## config.mk

```make
export PLATFORM = sky130hd
export DESIGN_NAME = mlet_ram
export DESIGN_NICKNAME = d
export VERILOG_FILES = /design/src/rtl/mlet_ram.sv
export SDC_FILE = /design/constraint.sdc
export NUM_CORES = 1
export LEC_CHECK = 0
export ABC_AREA = 1
export BUFFER_PORTS_ARGS = -buffer_cell sky130_fd_sc_hd__buf_2
export CAP_MARGIN = 15
export CORE_ASPECT_RATIO = 1.25
export CORE_MARGIN = 2
export CORE_UTILIZATION = 40
export CTS_CLUSTER_SIZE = 14
export DETAILED_ROUTE_END_ITERATION = 7
export PLACE_DENSITY = 0.61
export SYNTH_ARGS = -nofsm -noshare
export SYNTH_HDL_FRONTEND = slang
export SYNTH_SLANG_ARGS = --single-unit
```

## constraint.sdc

```tcl
create_clock -name clk -period 1.25 [get_ports clk]
set_input_delay 0.25 -clock clk [delete_from_list [all_inputs] [get_ports clk]]
set_output_delay 0.25 -clock clk [all_outputs]
set_load 0.02 [all_outputs]
```

## src/rtl/mlet_ram.sv

```systemverilog
// ----------------------------------------------------------------------------
// mlet_ram
// Generic simple dual-port RAM: one write port, one registered read port.
// ----------------------------------------------------------------------------
module mlet_ram #(
  parameter int WIDTH = 8,
  parameter int DEPTH = 16
) (
  input  logic                     clk,
  input  logic                     we,
  input  logic [$clog2(DEPTH)-1:0] waddr,
  input  logic [WIDTH-1:0]         wdata,
  input  logic                     re,
  input  logic [$clog2(DEPTH)-1:0] raddr,
  output logic [WIDTH-1:0]         rdata
);

  logic [WIDTH-1:0] mem [DEPTH];

  // Write and registered read
  always_ff @(posedge clk) begin
    if (we) begin
      mem[waddr] <= wdata;
    end
    if (re) begin
      rdata <= mem[raddr];
    end
  end

endmodule

```

==> results.json <==
{
  "outcome": "complete, no violations",
  "io_pins": 27,
  "dieWidth_um": 112,
  "worstSetupStartpointType": "flop",
  "clk_path_buf_depth": 2,
  "layout.nets": 622,
  "die_y_um": 139,
  "hold_slack_ps": 194,
  "netlist_area_um2": 5850,
  "reg2regPathDepth": 6,
  "ctsHoldBuffers": 0,
  "path_class": "reg2out",
  "min_path_cells": 1,
  "die-area_um2": 15600,
  "first_iter_violations": 272,
  "track_usage_pct": 18.1,
  "seq_area_frac_synth_pct": 69.8,
  "yosys_warnings": 0,
  "num_rows": 49,
  "ys_ff_latch": 136,
  "h-tree-depth": 4,
  "cp_num_cells": 1,
  "fin_skew_ps": 14.4,
  "power_density_nw_per_um2": 1550,
  "clkSinkCount": 136,
  "synthCells": 551,
  "path_delay_family": "flip-flops",
  "period_needed_ps": 1240,
  "rsz0062_at_grt": "yes",
  "syn_to_final_growth_pct": 18.8,
  "slowest_delay_ps": 420,
  "wirelength_um": 13400,
  "layout_setup_ws_ps": 9.54,
  "p_leak_nw": 3.00,
  "core_um2": 14300,
  "n_antenna_cell": 0,
  "gp_congestion": 0.856,
  "hpwl_um": 8730,
  "finalSetupViolations": 0,
  "grt_overflow": 0,
  "antenna_found_initial": 0,
  "place_ws_ps": -211,
  "dp_cells": 762,
  "initial_utilization_pct": 40.8,
  "synth_nets": 570,
  "hp-class": "in2reg",
  "crit_arrival_ps": 990,
  "ant_nets": 0,
  "vias_per_cell": 4.91,
  "cts.clk_slew.worst_paths_ps": 60,
  "drive_gt1_share_pct": 14.1,
  "cts_buffers": 17,
  "drv_cap": 0,
  "path_buf_inv": 1,
  "first_global_vias": 3974,
  "synthDistinctLibCells": 11,
  "vias": 3899,
  "worstMarginPinSlew_ps": 361,
  "max_freq_mhz": 806,
  "root_buffer": "clkbuf_16",
  "cp.required_ps": 1000,
  "wl_per_cell_um": 16.9,
  "grt_max_degree": 65,
  "clock_latency_ps": 420,
  "avgSynthCellArea_um2": 10.6,
  "port-buffer-count": 26,
  "max-slew-margin-rel_pct": 75.9,
  "p_total_mw": 10.8,
  "cts_tree": "done",
  "post_cts_resized": 6,
  "drv_slew": 0,
  "cp_slowest_cell": "edfxtp_1",
  "grt_pass1_wl_um": 21100,
  "fin_cells": 794,
  "min_period_over_period_pct": 99.2,
  "fin_setup_tns_ps": 0,
  "first_pass_iters": 5,
  "end_kind": "output port",
  "hold_viol": 0,
  "post_cts_buffers": 0,
  "critPathMaxFanout": 1,
  "crit_chain": "buf_6",
  "drc": 0,
  "ir_drop_uv": 986
}
==> area by class of cell <==
cell class | count | area, µm²
inverter | 102 | 383
sequential | 136 | 4080
timing repair buffer | 57 | 457
clock buffer | 18 | 429
fill | 1326 | 7400
tap | 178 | 223
clock inverter | 14 | 156
multi-input combinational | 289 | 1210
==> routing by layer <==
layer  global-route usage, %  vias to the layer above  wire, µm  part of all wire, %
li1                        -                     1888         -                    -
met1                    21.0                     1868      5390                   40
met2                    32.6                      119      7140                   53
met3                    3.80                       24       600                  4.5
met4                    6.80                        0       293                  2.2
met5                       0                        -         0                    0
==> registers in the layout, summed over array words and instances (netlist names) <==
name,count
mem,128
rdata,8
==> Yosys cell counts (all sizes together) <==
master | instances | area, µm²
edfxtp | 136 | 4080
inv | 102 | 383
buf | 24 | 166
nand2 | 173 | 649
nand3b | 2 | 15.0
nand3 | 97 | 485
nor2 | 17 | 63.8
==> stage by stage <==
| stage | cell area [µm²] | utilization [%] |
|---|---|---|
| after floorplan | 5850 | - |
| after global placement | 6340 | 44.2 |
| after detailed placement | 6340 | 44.2 |
| after CTS | 6950 | 48.4 |
| after global routing | 6950 | 48.4 |
| final | 6950 | 48.4 |
==> final timing paths <==
path,end,slack (ps),startpoint
setup / recovery,rdata[7],10,rdata[7]$_DFFE_PP_
hold / removal,rdata[1]$_DFFE_PP_,190,re
setup reg to reg,rdata[6]$_DFFE_PP_,60,mem[1][6]$_DFFE_PP_
hold reg to reg,rdata[5]$_DFFE_PP_,730,mem[13][5]$_DFFE_PP_
==> kinds of logic (layout without fill, tap and decap cells) <==
group	Yosys count	in the layout	share of synthesized area, %
AND/OR/NAND/NOR	289	289	20.8
buffers and inverters	126	191	9.39
flip-flops	136	136	69.8
==> report_power, final <==
group / switching, mW / internal (mW) / leakage [nW]
clock network: 1.81 / 3.11 / 0.279
registers: 0.0297 / 5.14 / 1.24
logic: 0.474 / 0.224 / 1.49
total: 2.31 / 8.47 / 3.00
==> layout by cell type, fill, tap and decap left out, types with 2 or more instances in the layout <==
master	netlist	layout
edfxtp_1	136	136
buf_12	0	6
buf_2	13	23
clkinv_1	0	3
nand2_1	173	173
clkinv_2	0	3
clkinvlp_4	0	3
clkbuf_16	0	17
bufinv_16	0	3
nor2_1	17	17
buf_6	6	3
nand3_1	97	97
inv_2	2	2
buf_4	4	25
nand3b_1	2	2
inv_1	100	100
(Power assumes the default switching activity.)
